$ cat src/rtl/core/zone_relay_sequencer_with_duty_timer_unit_assert.svh
// Assertion macros for the zone relay sequencer.
// Included by modules that assert; expects clk and rst_n in scope.
`ifndef ZONE_RELAY_SEQUENCER_WITH_DUTY_TIMER_UNIT_ASSERT_SVH
`define ZONE_RELAY_SEQUENCER_WITH_DUTY_TIMER_UNIT_ASSERT_SVH

// same-cycle implication
`define ZRS_ASSERT_NOW(label, ante, cons, msg) \
    label: assert property (@(posedge clk) disable iff (!rst_n) (ante) |-> (cons)) \
        else $error(msg);

// next-cycle implication
`define ZRS_ASSERT_NEXT(label, ante, cons, msg) \
    label: assert property (@(posedge clk) disable iff (!rst_n) (ante) |=> (cons)) \
        else $error(msg);

`endif

$ cat src/rtl/core/zrs_pkg.sv
// Package for the zone relay sequencer: constants, register indexes, event codes.
// No dependencies.
package zrs_pkg;

    localparam int ZRS_ZONES      = 4;
    localparam int ZRS_TIMER_BITS = 32;
    localparam int ZRS_ZONE_CAP   = (ZRS_ZONES < 4) ? ZRS_ZONES : 4;

    localparam logic [31:0] ZRS_ZONE_ON_RST     = 32'd30000;
    localparam logic [31:0] ZRS_ZONE_REST_RST   = 32'd600000;
    localparam logic [2:0]  ZRS_ZONE_COUNT_RST  = 3'd1;
    localparam logic [7:0]  ZRS_ZONE_MAP_RST    = 8'd229;
    localparam logic [31:0] ZRS_TOMATO_ON_RST   = 32'd45000;
    localparam logic [31:0] ZRS_TOMATO_REST_RST = 32'd300000;

    typedef enum logic [2:0] {
        ZRS_CFG_ZONE_ON     = 3'd0,
        ZRS_CFG_ZONE_REST   = 3'd1,
        ZRS_CFG_ZONE_COUNT  = 3'd2,
        ZRS_CFG_ZONE_MAP    = 3'd3,
        ZRS_CFG_TOMATO_ON   = 3'd4,
        ZRS_CFG_TOMATO_REST = 3'd5,
        ZRS_CFG_PAUSE       = 3'd6
    } zrs_cfg_idx_t;

    typedef enum logic [1:0] {
        ZRS_EV_NONE = 2'd0,
        ZRS_EV_ON   = 2'd1,
        ZRS_EV_REST = 2'd2
    } zrs_event_t;

endpackage

$ cat src/rtl/core/zone_relay_sequencer_with_duty_timer_unit.sv
// Zone relay sequencer with tomato duty timer, single-module implementation.
// Depends on zrs_pkg and zone_relay_sequencer_with_duty_timer_unit_assert.svh.
//
// One beat on the input channel is one tick (tick=1 means one millisecond has
// passed). Every accepted beat yields exactly one result beat holding the relay
// outputs after that tick. The block takes one beat per clock cycle: the timer
// compares and state update finish in the accept cycle, and the result sits in
// an output register, so input is stalled only while that register is full
// and the consumer stalls. The result is valid in the cycle after accept.
`include "zone_relay_sequencer_with_duty_timer_unit_assert.svh"

module zone_relay_sequencer_with_duty_timer_unit
    import zrs_pkg::*;
#(
    parameter int TIMER_BITS = ZRS_TIMER_BITS
)
(
    input  logic        clk,
    input  logic        rst_n,

    input  logic        cfg_valid,
    output logic        cfg_ready,
    input  logic [2:0]  cfg_index,
    input  logic [31:0] cfg_data,

    input  logic        in_valid,
    output logic        in_stall,
    input  logic        tick,

    output logic        out_valid,
    input  logic        out_stall,
    output logic [3:0]  zone_relays,
    output logic        tomato_relay,
    output logic [1:0]  active_zone,
    output logic        resting,
    output logic [1:0]  zone_event,
    output logic        tomato_started
);

    localparam int CMP_W = (TIMER_BITS > 33) ? TIMER_BITS : 33;

    logic [31:0] zone_on_reg;
    logic [31:0] zone_rest_reg;
    logic [2:0]  zone_count_reg;
    logic [7:0]  zone_map_reg;
    logic [31:0] tomato_on_reg;
    logic [31:0] tomato_rest_reg;
    logic        pause_reg;

    logic [TIMER_BITS-1:0] zone_elapsed_reg;
    logic [TIMER_BITS-1:0] zone_elapsed_next;
    logic [TIMER_BITS-1:0] tomato_elapsed_reg;
    logic [TIMER_BITS-1:0] tomato_elapsed_next;
    logic [1:0]            current_zone_reg;
    logic [1:0]            current_zone_next;
    logic                  zone_rest_reg_flag_reg;
    logic                  zone_rest_flag_next;
    logic                  zone_relay_on_reg;
    logic                  zone_relay_on_next;
    logic                  tomato_rest_flag_reg;
    logic                  tomato_rest_flag_next;

    logic [TIMER_BITS-1:0] zone_sat;
    logic [TIMER_BITS-1:0] tomato_sat;
    logic [2:0]            zone_limit;
    logic                  last_zone;
    zrs_event_t            event_next;
    logic                  started_next;
    logic [1:0]            relay_idx;
    logic [3:0]            relays_next;

    logic        accept;
    logic        out_valid_reg;
    logic [3:0]  zone_relays_reg;
    logic        tomato_relay_reg;
    logic [1:0]  active_zone_reg;
    logic        resting_reg;
    zrs_event_t  zone_event_reg;
    logic        tomato_started_reg;

    assign cfg_ready = 1'b1;
    assign in_stall  = out_valid_reg & out_stall;
    assign accept    = in_valid & ~in_stall;

    always_ff @(posedge clk or negedge rst_n)
    begin
        if (!rst_n)
        begin
            zone_on_reg     <= ZRS_ZONE_ON_RST;
            zone_rest_reg   <= ZRS_ZONE_REST_RST;
            zone_count_reg  <= ZRS_ZONE_COUNT_RST;
            zone_map_reg    <= ZRS_ZONE_MAP_RST;
            tomato_on_reg   <= ZRS_TOMATO_ON_RST;
            tomato_rest_reg <= ZRS_TOMATO_REST_RST;
            pause_reg       <= 1'b0;
        end
        else if (cfg_valid && cfg_ready)
        begin
            case (cfg_index)
                ZRS_CFG_ZONE_ON:     zone_on_reg     <= cfg_data;
                ZRS_CFG_ZONE_REST:   zone_rest_reg   <= cfg_data;
                ZRS_CFG_ZONE_COUNT:  zone_count_reg  <= cfg_data[2:0];
                ZRS_CFG_ZONE_MAP:    zone_map_reg    <= cfg_data[7:0];
                ZRS_CFG_TOMATO_ON:   tomato_on_reg   <= cfg_data;
                ZRS_CFG_TOMATO_REST: tomato_rest_reg <= cfg_data;
                ZRS_CFG_PAUSE:       pause_reg       <= cfg_data[0];
                default:             ;
            endcase
        end
    end

    // saturating elapsed counters
    assign zone_sat   = (zone_elapsed_reg == '1) ? zone_elapsed_reg
                                                 : zone_elapsed_reg + TIMER_BITS'(tick);
    assign tomato_sat = (tomato_elapsed_reg == '1) ? tomato_elapsed_reg
                                                   : tomato_elapsed_reg + TIMER_BITS'(tick);

    always_comb
    begin
        if (zone_count_reg == 3'd0)
            zone_limit = 3'd1;
        else if (zone_count_reg > 3'(ZRS_ZONE_CAP))
            zone_limit = 3'(ZRS_ZONE_CAP);
        else
            zone_limit = zone_count_reg;
    end

    assign last_zone = ({1'b0, current_zone_reg} + 3'd1) >= zone_limit;

    always_comb
    begin
        zone_elapsed_next     = zone_sat;
        tomato_elapsed_next   = tomato_sat;
        current_zone_next     = current_zone_reg;
        zone_rest_flag_next   = zone_rest_reg_flag_reg;
        zone_relay_on_next    = zone_relay_on_reg;
        tomato_rest_flag_next = tomato_rest_flag_reg;
        event_next            = ZRS_EV_NONE;
        started_next          = 1'b0;

        if (pause_reg)
        begin
            zone_relay_on_next = 1'b0;
        end
        else
        begin
            if (!zone_rest_reg_flag_reg)
            begin
                if (CMP_W'(zone_sat) >= CMP_W'(zone_on_reg))
                begin
                    if (last_zone)
                    begin
                        zone_relay_on_next  = 1'b0;
                        zone_rest_flag_next = 1'b1;
                        current_zone_next   = 2'd0;
                        event_next          = ZRS_EV_REST;
                    end
                    else
                    begin
                        current_zone_next  = current_zone_reg + 2'd1;
                        zone_relay_on_next = 1'b1;
                        zone_elapsed_next  = '0;
                        event_next         = ZRS_EV_ON;
                    end
                end
            end
            else if (CMP_W'(zone_sat) >= CMP_W'(zone_on_reg) + CMP_W'(zone_rest_reg))
            begin
                zone_rest_flag_next = 1'b0;
                zone_relay_on_next  = 1'b1;
                zone_elapsed_next   = '0;
                event_next          = ZRS_EV_ON;
            end

            if (tomato_rest_flag_reg &&
                CMP_W'(tomato_sat) >= CMP_W'(tomato_on_reg) + CMP_W'(tomato_rest_reg))
            begin
                tomato_rest_flag_next = 1'b0;
                tomato_elapsed_next   = '0;
                started_next          = 1'b1;
            end
            if (!tomato_rest_flag_next &&
                CMP_W'(tomato_elapsed_next) >= CMP_W'(tomato_on_reg))
            begin
                tomato_rest_flag_next = 1'b1;
                tomato_elapsed_next   = '0;
            end
        end
    end

    assign relay_idx   = zone_map_reg[{current_zone_next, 1'b0} +: 2];
    assign relays_next = zone_relay_on_next ? (4'b0001 << relay_idx) : 4'b0000;

    always_ff @(posedge clk or negedge rst_n)
    begin
        if (!rst_n)
        begin
            zone_elapsed_reg       <= '0;
            tomato_elapsed_reg     <= '0;
            current_zone_reg       <= 2'd0;
            zone_rest_reg_flag_reg <= 1'b0;
            zone_relay_on_reg      <= 1'b1;
            tomato_rest_flag_reg   <= 1'b0;
        end
        else if (accept)
        begin
            zone_elapsed_reg       <= zone_elapsed_next;
            tomato_elapsed_reg     <= tomato_elapsed_next;
            current_zone_reg       <= current_zone_next;
            zone_rest_reg_flag_reg <= zone_rest_flag_next;
            zone_relay_on_reg      <= zone_relay_on_next;
            tomato_rest_flag_reg   <= tomato_rest_flag_next;
        end
    end

    // hold result until taken, load a new beat on accept
    always_ff @(posedge clk or negedge rst_n)
    begin
        if (!rst_n)
            out_valid_reg <= 1'b0;
        else if (accept)
            out_valid_reg <= 1'b1;
        else if (!out_stall)
            out_valid_reg <= 1'b0;
    end

    always_ff @(posedge clk)
    begin
        if (accept)
        begin
            zone_relays_reg    <= relays_next;
            tomato_relay_reg   <= ~tomato_rest_flag_next;
            active_zone_reg    <= current_zone_next;
            resting_reg        <= zone_rest_flag_next;
            zone_event_reg     <= event_next;
            tomato_started_reg <= started_next;
        end
    end

    assign out_valid      = out_valid_reg;
    assign zone_relays    = zone_relays_reg;
    assign tomato_relay   = tomato_relay_reg;
    assign active_zone    = active_zone_reg;
    assign resting        = resting_reg;
    assign zone_event     = zone_event_reg;
    assign tomato_started = tomato_started_reg;

    `ZRS_ASSERT_NEXT(a_accept_gives_result, accept, out_valid_reg, "accepted beat gave no result")
    `ZRS_ASSERT_NOW(a_one_relay, out_valid_reg, $onehot0(zone_relays_reg), "several zone relays on")
    `ZRS_ASSERT_NOW(a_rest_relay_off, out_valid_reg && resting_reg, zone_relays_reg == 4'b0000, "zone relay on while resting")
    `ZRS_ASSERT_NOW(a_rest_event, out_valid_reg && zone_event_reg == ZRS_EV_REST, resting_reg && active_zone_reg == 2'd0, "rest event without rest state")
    `ZRS_ASSERT_NOW(a_on_event, out_valid_reg && zone_event_reg == ZRS_EV_ON, zone_relays_reg != 4'b0000 && !resting_reg, "zone on event with relay off")

endmodule

$ cat config.mk
export PLATFORM = sky130hd
export DESIGN_NAME = zone_relay_sequencer_with_duty_timer_unit
export DESIGN_NICKNAME = d
export VERILOG_FILES = /design/src/rtl/core/zrs_pkg.sv /design/src/rtl/core/zone_relay_sequencer_with_duty_timer_unit.sv
export VERILOG_INCLUDE_DIRS = /design/src /design/src/rtl/core
export SDC_FILE = /design/constraint.sdc
export NUM_CORES = 1
export LEC_CHECK = 0
export BUFFER_PORTS_ARGS = -buffer_cell sky130_fd_sc_hd__buf_2
export CAP_MARGIN = 20
export CORE_MARGIN = 4
export CORE_UTILIZATION = 29
export DETAILED_ROUTE_END_ITERATION = 8
export PLACE_DENSITY = 0.43
export SLEW_MARGIN = 30
export SYNTH_ARGS = -nofsm -noshare
export SYNTH_HDL_FRONTEND = slang
export SYNTH_SLANG_ARGS = --single-unit
$ cat constraint.sdc
create_clock -name clk -period 18.6 [get_ports clk]
set_input_delay 1.86 -clock clk [delete_from_list [all_inputs] [get_ports clk]]
set_output_delay 1.86 -clock clk [all_outputs]
set_load 0.01 [all_outputs]
# Word-level counts from Yosys, hierarchy flattened
# Index checks and enable logic that the tools add are counted.
# totals
register_bits,221
inputBits,41
output_inout_bits,14
elab_cells,97
# classes
n_addsub,6
n_lt_le_gt_ge,6
eq_ne,9
n_shift,2
muxes,38
n_bitwise,4
reduce_logical,12
# ops
operator,count
32-bit two-way mux,11
32-bit by 32-bit adder with 33-bit output,2
32-bit by 33-bit greater-or-equal comparator with 1-bit output,2
32-bit by 1-bit adder with 32-bit output,2
"32-bit == test, second input constant",2
32-bit greater-or-equal comparator,2
1-bit two-way mux,18
2-bit two-way mux,7
2-bit AND reduction,7
"3-bit == test, second input constant",3
8-bit by 4-bit indexed part select with 2-bit output,1
"3-bit by 2-bit == test with 1-bit output, second input constant",2
3-bit zero test,2
3-bit two-way mux,2
"1-bit by 2-bit left shift with 4-bit output, first input constant",1
"2-bit by 1-bit adder with 3-bit output, second input constant",1
"3-bit by 1-bit == test with 1-bit output, second input constant",1
3-bit greater-or-equal comparator,1
"3-bit > comparator, second input constant",1
"2-bit by 1-bit adder with 2-bit output, second input constant",1
1-bit bitwise AND,2
1-bit logical AND,2
"2-bit by 1-bit inequality test with 1-bit output, second input constant",1
1-bit inverter,2
1-bit zero test,1

# Longest topological paths before layout
# logic_depth
ltp_word,11
depth_mapped,31
mapped_depth_nobuf,28

# Least setup slack after synthesis
# OpenSTA, ideal clock, no wires.
# synth_timing
kind,input to register
start,in tick
end,reg tomato_elapsed_reg[3]
setup_time_ns,0.088
t_arrival_ns,6.700
required_ns,18.512
setup_slack_ns,11.812
stages,27
cell_sequence,ha_1 ha_1 o41ai_4 or4_1 buf_2 nor3_1 xnor2_1 ha_1 nand2_1 nor3_1 o21ai_0 o211ai_1 a211oi_1 nor3_2 clkbuf_1 a21boi_0 ha_1 a21o_1 a21o_1 a221oi_1 o21ai_0 a21o_1 a2111o_1 and3_1 buf_2 buf_4 a211oi_2
# synth_between
elab_chain_len,10
word_cells_on_any_way,13
# synth_lines
element,line_no,text
"start, declared",zone_relay_sequencer_with_duty_timer_unit.sv:28,"input logic tick,"
32-bit by 1-bit adder with 32-bit output (*),zone_relay_sequencer_with_duty_timer_unit.sv:116,: tomato_elapsed_reg + TIMER_BITS'(tick);
32-bit two-way mux (*),zone_relay_sequencer_with_duty_timer_unit.sv:115,assign tomato_sat = (tomato_elapsed_reg == '1) ? tomato_elapsed_reg
32-bit by 33-bit greater-or-equal comparator with 1-bit output,zone_relay_sequencer_with_duty_timer_unit.sv:176,CMP_W'(tomato_sat) >= CMP_W'(tomato_on_reg) + CMP_W'(tomato_rest_reg))
1-bit logical AND,zone_relay_sequencer_with_duty_timer_unit.sv:175,if (tomato_rest_flag_reg &&
32-bit two-way mux / 1-bit two-way mux (equally long branches),zone_relay_sequencer_with_duty_timer_unit.sv:175,
32-bit two-way mux / 1-bit two-way mux (equally long branches),zone_relay_sequencer_with_duty_timer_unit.sv:141,if (pause_reg)
32-bit greater-or-equal comparator / 1-bit zero test (equally long branches),"zone_relay_sequencer_with_duty_timer_unit.sv:183, zone_relay_sequencer_with_duty_timer_unit.sv:182",
1-bit logical AND,zone_relay_sequencer_with_duty_timer_unit.sv:182,if (!tomato_rest_flag_next &&
32-bit two-way mux,zone_relay_sequencer_with_duty_timer_unit.sv:182,
32-bit two-way mux (*),zone_relay_sequencer_with_duty_timer_unit.sv:141,
"end signal, assigned",zone_relay_sequencer_with_duty_timer_unit.sv:208,tomato_elapsed_reg <= tomato_elapsed_next;
"end, declared",zone_relay_sequencer_with_duty_timer_unit.sv:52,logic [TIMER_BITS-1:0] tomato_elapsed_reg;
# Mark *: on every way between the ends. The rest lies on a longest branch, timed or not. The select of a mux whose other input is x is not followed.
# A chain may end at the register's enable or synchronous reset.

# Final worst setup path
# layout_timing
start,reg tomato_on_reg[0]
end,reg tomato_elapsed_reg[0]
# layout_between
elab_chain_len,9
word_cells_on_any_way,12
# layout_lines
element,line_no,text
"start, declared",zone_relay_sequencer_with_duty_timer_unit.sv:46,logic [31:0] tomato_on_reg;
"start signal, assigned",zone_relay_sequencer_with_duty_timer_unit.sv:104,ZRS_CFG_TOMATO_ON: tomato_on_reg <= cfg_data;
32-bit by 32-bit adder with 33-bit output,zone_relay_sequencer_with_duty_timer_unit.sv:176,
32-bit by 33-bit greater-or-equal comparator with 1-bit output,zone_relay_sequencer_with_duty_timer_unit.sv:176,
1-bit logical AND,zone_relay_sequencer_with_duty_timer_unit.sv:175,
32-bit two-way mux / 1-bit two-way mux (equally long branches),zone_relay_sequencer_with_duty_timer_unit.sv:175,
32-bit two-way mux / 1-bit two-way mux (equally long branches),zone_relay_sequencer_with_duty_timer_unit.sv:141,
32-bit greater-or-equal comparator / 1-bit zero test (equally long branches),"zone_relay_sequencer_with_duty_timer_unit.sv:183, zone_relay_sequencer_with_duty_timer_unit.sv:182",
1-bit logical AND,zone_relay_sequencer_with_duty_timer_unit.sv:182,
32-bit two-way mux (*),zone_relay_sequencer_with_duty_timer_unit.sv:182,
32-bit two-way mux (*),zone_relay_sequencer_with_duty_timer_unit.sv:141,
# Marked as above.

==> results.sh <==
export IMPL_synth_top_family_by_area="compound AO/OA/AOI/OAI gates"
export IMPL_critPathRequiredTime_ns=19.09
export IMPL_p_leak_nw=8.66
export IMPL_grt_use_total=0.158
export IMPL_maxCapViolCount=0
export IMPL_rsz0062_at_grt="no"
export IMPL_tns_ns=0
export IMPL_postRouteAntennaNets=0
export IMPL_nets=2136
export IMPL_synth_simple_area_share=0.162
export IMPL_grt_antenna_before_repair=5
export IMPL_vias=13500
export IMPL_fin_crit_sh=0.430
export IMPL_max_clock_freq_ghz=0.125
export IMPL_rows=87
export IMPL_ioPinCount=55
export IMPL_die_w_um=248
export IMPL_die_area_um2=61400
export IMPL_critPathCaptureType="flop"
export IMPL_syn_to_final_growth_pct=13.1
export IMPL_crit_slowest_cell="nor3_2"
export IMPL_hold_depth=1
export IMPL_drt_pass1_iter_count=5
export IMPL_async_flop_share=0.950
export IMPL_path_depth=30
export IMPL_numPortBuffers=53
export IMPL_cp_max_fo=32
export IMPL_ys_warn_count=0
export IMPL_cp_top_family="compound AO/OA/AOI/OAI gates"
export IMPL_cts_tree="yes"
export IMPL_fin_hold_ws_ns=0.516
export IMPL_drive_above_1_share=0.138
export IMPL_routedWlPerCell_um=18.2
export IMPL_hold_path_class="reg2reg"
export IMPL_relSlewSlack=0.455
export IMPL_synthXorXnorAreaFrac=0.0756
export IMPL_drt_wl_total_um=48600
export IMPL_drc=0
export IMPL_path_buf_inv=2
export IMPL_worst_pin_slew_ns=0.818
export IMPL_power_density_nw_per_um2=113
export IMPL_postSynthAreaPerCell_um2=9.00
export IMPL_grt_pass1_wl_um=77200
export IMPL_cts_buffer_depth=3
export IMPL_cts_resized=0
export IMPL_grt_pass1_vias=13300
export IMPL_layout_min_cycle_time_ns=7.99
export IMPL_synth_edf_count=11
export IMPL_start_kind="flop"
export IMPL_synth_area_mux_share=0.0538
export IMPL_cts_max_level=1
export IMPL_routabilityCongestion=0.830
export IMPL_synth_distinct_cells=82
export IMPL_overflow=0
export IMPL_cts_setup_buffers=0
export IMPL_core_area_um2=56700
export IMPL_hpwlAfterDp_um=36800
export IMPL_synth_nets=2097
export IMPL_synthCells=1854
export IMPL_clkLatencyLatePin_ns=0.58
export IMPL_cp_arrival_ns=8.48
export IMPL_ys_flop_type="dfrtp_1"
export IMPL_synth_seq_cells=221
export IMPL_clock_root_buffer="clkbuf_16"
export IMPL_via_per_inst=5.05
export IMPL_die_y_um=248
export IMPL_initial_utilization=0.294
export IMPL_slowest_delay_ns=0.56
export IMPL_status="completed"
export IMPL_vdd_drop_max_v=0.0000789
export IMPL_slew_violations=0
export IMPL_ys_seq_area_frac=0.338
export IMPL_holdBufCountCts=0
export IMPL_reg2reg_depth=30
export IMPL_netlist_area_um2=16700
export IMPL_synth_fa_ha_area_frac=0.152
export IMPL_cts_num_sinks=221
export IMPL_numCtsBuffers=30
export IMPL_setup_viol_count_final=0
export IMPL_grt_max_degree=109
export IMPL_crit_type="reg2reg"
export IMPL_clk_pin_slew_ns=0.06
export IMPL_drt_iter0_drc=700
export IMPL_hold_viol=0
export IMPL_synth_compound_area_frac=0.177
export IMPL_finClkSkew_ns=0.0109
==> path summary, 6_finish.rpt <==
kind	from	endpoint	slack, ns
setup / recovery	tomato_on_reg[0]	tomato_elapsed_reg[0]	10.61
max in group asynchronous	rst_n	zone_rest_reg[26]	16.30
min in group asynchronous	rst_n	tomato_on_reg[1]	1.19
hold reg to reg	tomato_rest_reg[19]	tomato_rest_reg[19]	0.52
setup reg to reg	tomato_on_reg[0]	tomato_elapsed_reg[0]	10.61
hold / removal	tomato_rest_reg[19]	tomato_rest_reg[19]	0.52
==> cells in the mapped netlist, types with 8 or more instances <==
cell type / instances / share of area
a211oi_1: 18 / 0.0081
a21boi_0: 29 / 0.013
a21o_1: 39 / 0.018
a21oi_1: 112 / 0.034
a22o_1: 13 / 0.0068
and3_1: 26 / 0.0097
buf_2: 12 / 0.0036
clkbuf_1: 40 / 0.0090
dfrtp_1: 171 / 0.26
dfstp_2: 39 / 0.061
edfxtp_1: 11 / 0.020
ha_1: 200 / 0.15
inv_1: 117 / 0.026
mux2_2: 76 / 0.051
nand2_1: 218 / 0.049
nand2b_1: 18 / 0.0067
nand3_1: 41 / 0.012
nand4_1: 27 / 0.010
nor2_1: 120 / 0.027
nor2b_1: 18 / 0.0067
nor3_1: 36 / 0.011
nor4_1: 8 / 0.0030
o211ai_1: 16 / 0.0072
o21a_1: 13 / 0.0058
o21ai_0: 144 / 0.043
o31ai_1: 18 / 0.0081
or2_2: 11 / 0.0041
or3_1: 12 / 0.0045
xnor2_1: 78 / 0.041
xor2_1: 66 / 0.035
==> cell families (layout without fill, tap and decap cells) <==
group | count (synthesis) | in the layout
and+or+nand+nor | 568 | 568
AOI/OAI and AO/OA | 463 | 463
DFF | 221 | 221
adders and majority gates | 202 | 202
buffers and inverters | 176 | 239
xor gates and xnor gates | 144 | 144
muxes | 79 | 79
other | 1 | 2
==> report_power, final <==
part	total, mW	switching [mW]	internal, mW
registers	0.641	0.0645	0.576
clock network	0.623	0.237	0.386
logic	0.867	0.512	0.355
total	2.13	0.814	1.32
==> final cells by class <==
type	count	area (um2)
multi-input cells	1457	10400
fillers	5847	37800
clock inverters	12	164
well taps	756	946
flip-flops and latches	221	5630
repair buffers	65	385
clock buffers	44	895
diodes	1	2.50
inverters	118	445
==> per-stage QoR <==
step / instance area [um2] / util / power, mW / cells / worst slack, ns
finish: 18900 / 0.333 / 2.13 / 2674 / 10.61
global route: 18900 / 0.333 / 2.30 / 2673 / 9.93
CTS: 18800 / 0.332 / 2.16 / 2672 / 10.61
detailed placement: 17800 / 0.314 / 1.51 / 2616 / 10.18
global placement: 17800 / 0.313 / 1.50 / 2616 / 10.33
floorplan: 16700 / - / 1.27 / 1854 / 11.81
==> cells in the final DEF (no fill, tap or decap), types with 41 or more instances in the layout <==
cell type	n
xor2_1	66
nand3_1	41
dfrtp_1	171
nor2_1	119
o21ai_0	144
xnor2_1	78
buf_2	52
a21oi_1	112
mux2_2	76
nand2_1	217
inv_1	116
ha_1	200
==> per-layer routing <==
metal	vias to the layer above	part of all wire	track usage
met3	46	0.033	0.0211
met5	-	0.00072	0
met2	194	0.44	0.252
met1	6566	0.51	0.229
met4	6	0.020	0.0315
li1	6698	-	-
(Power assumes the default switching activity.)
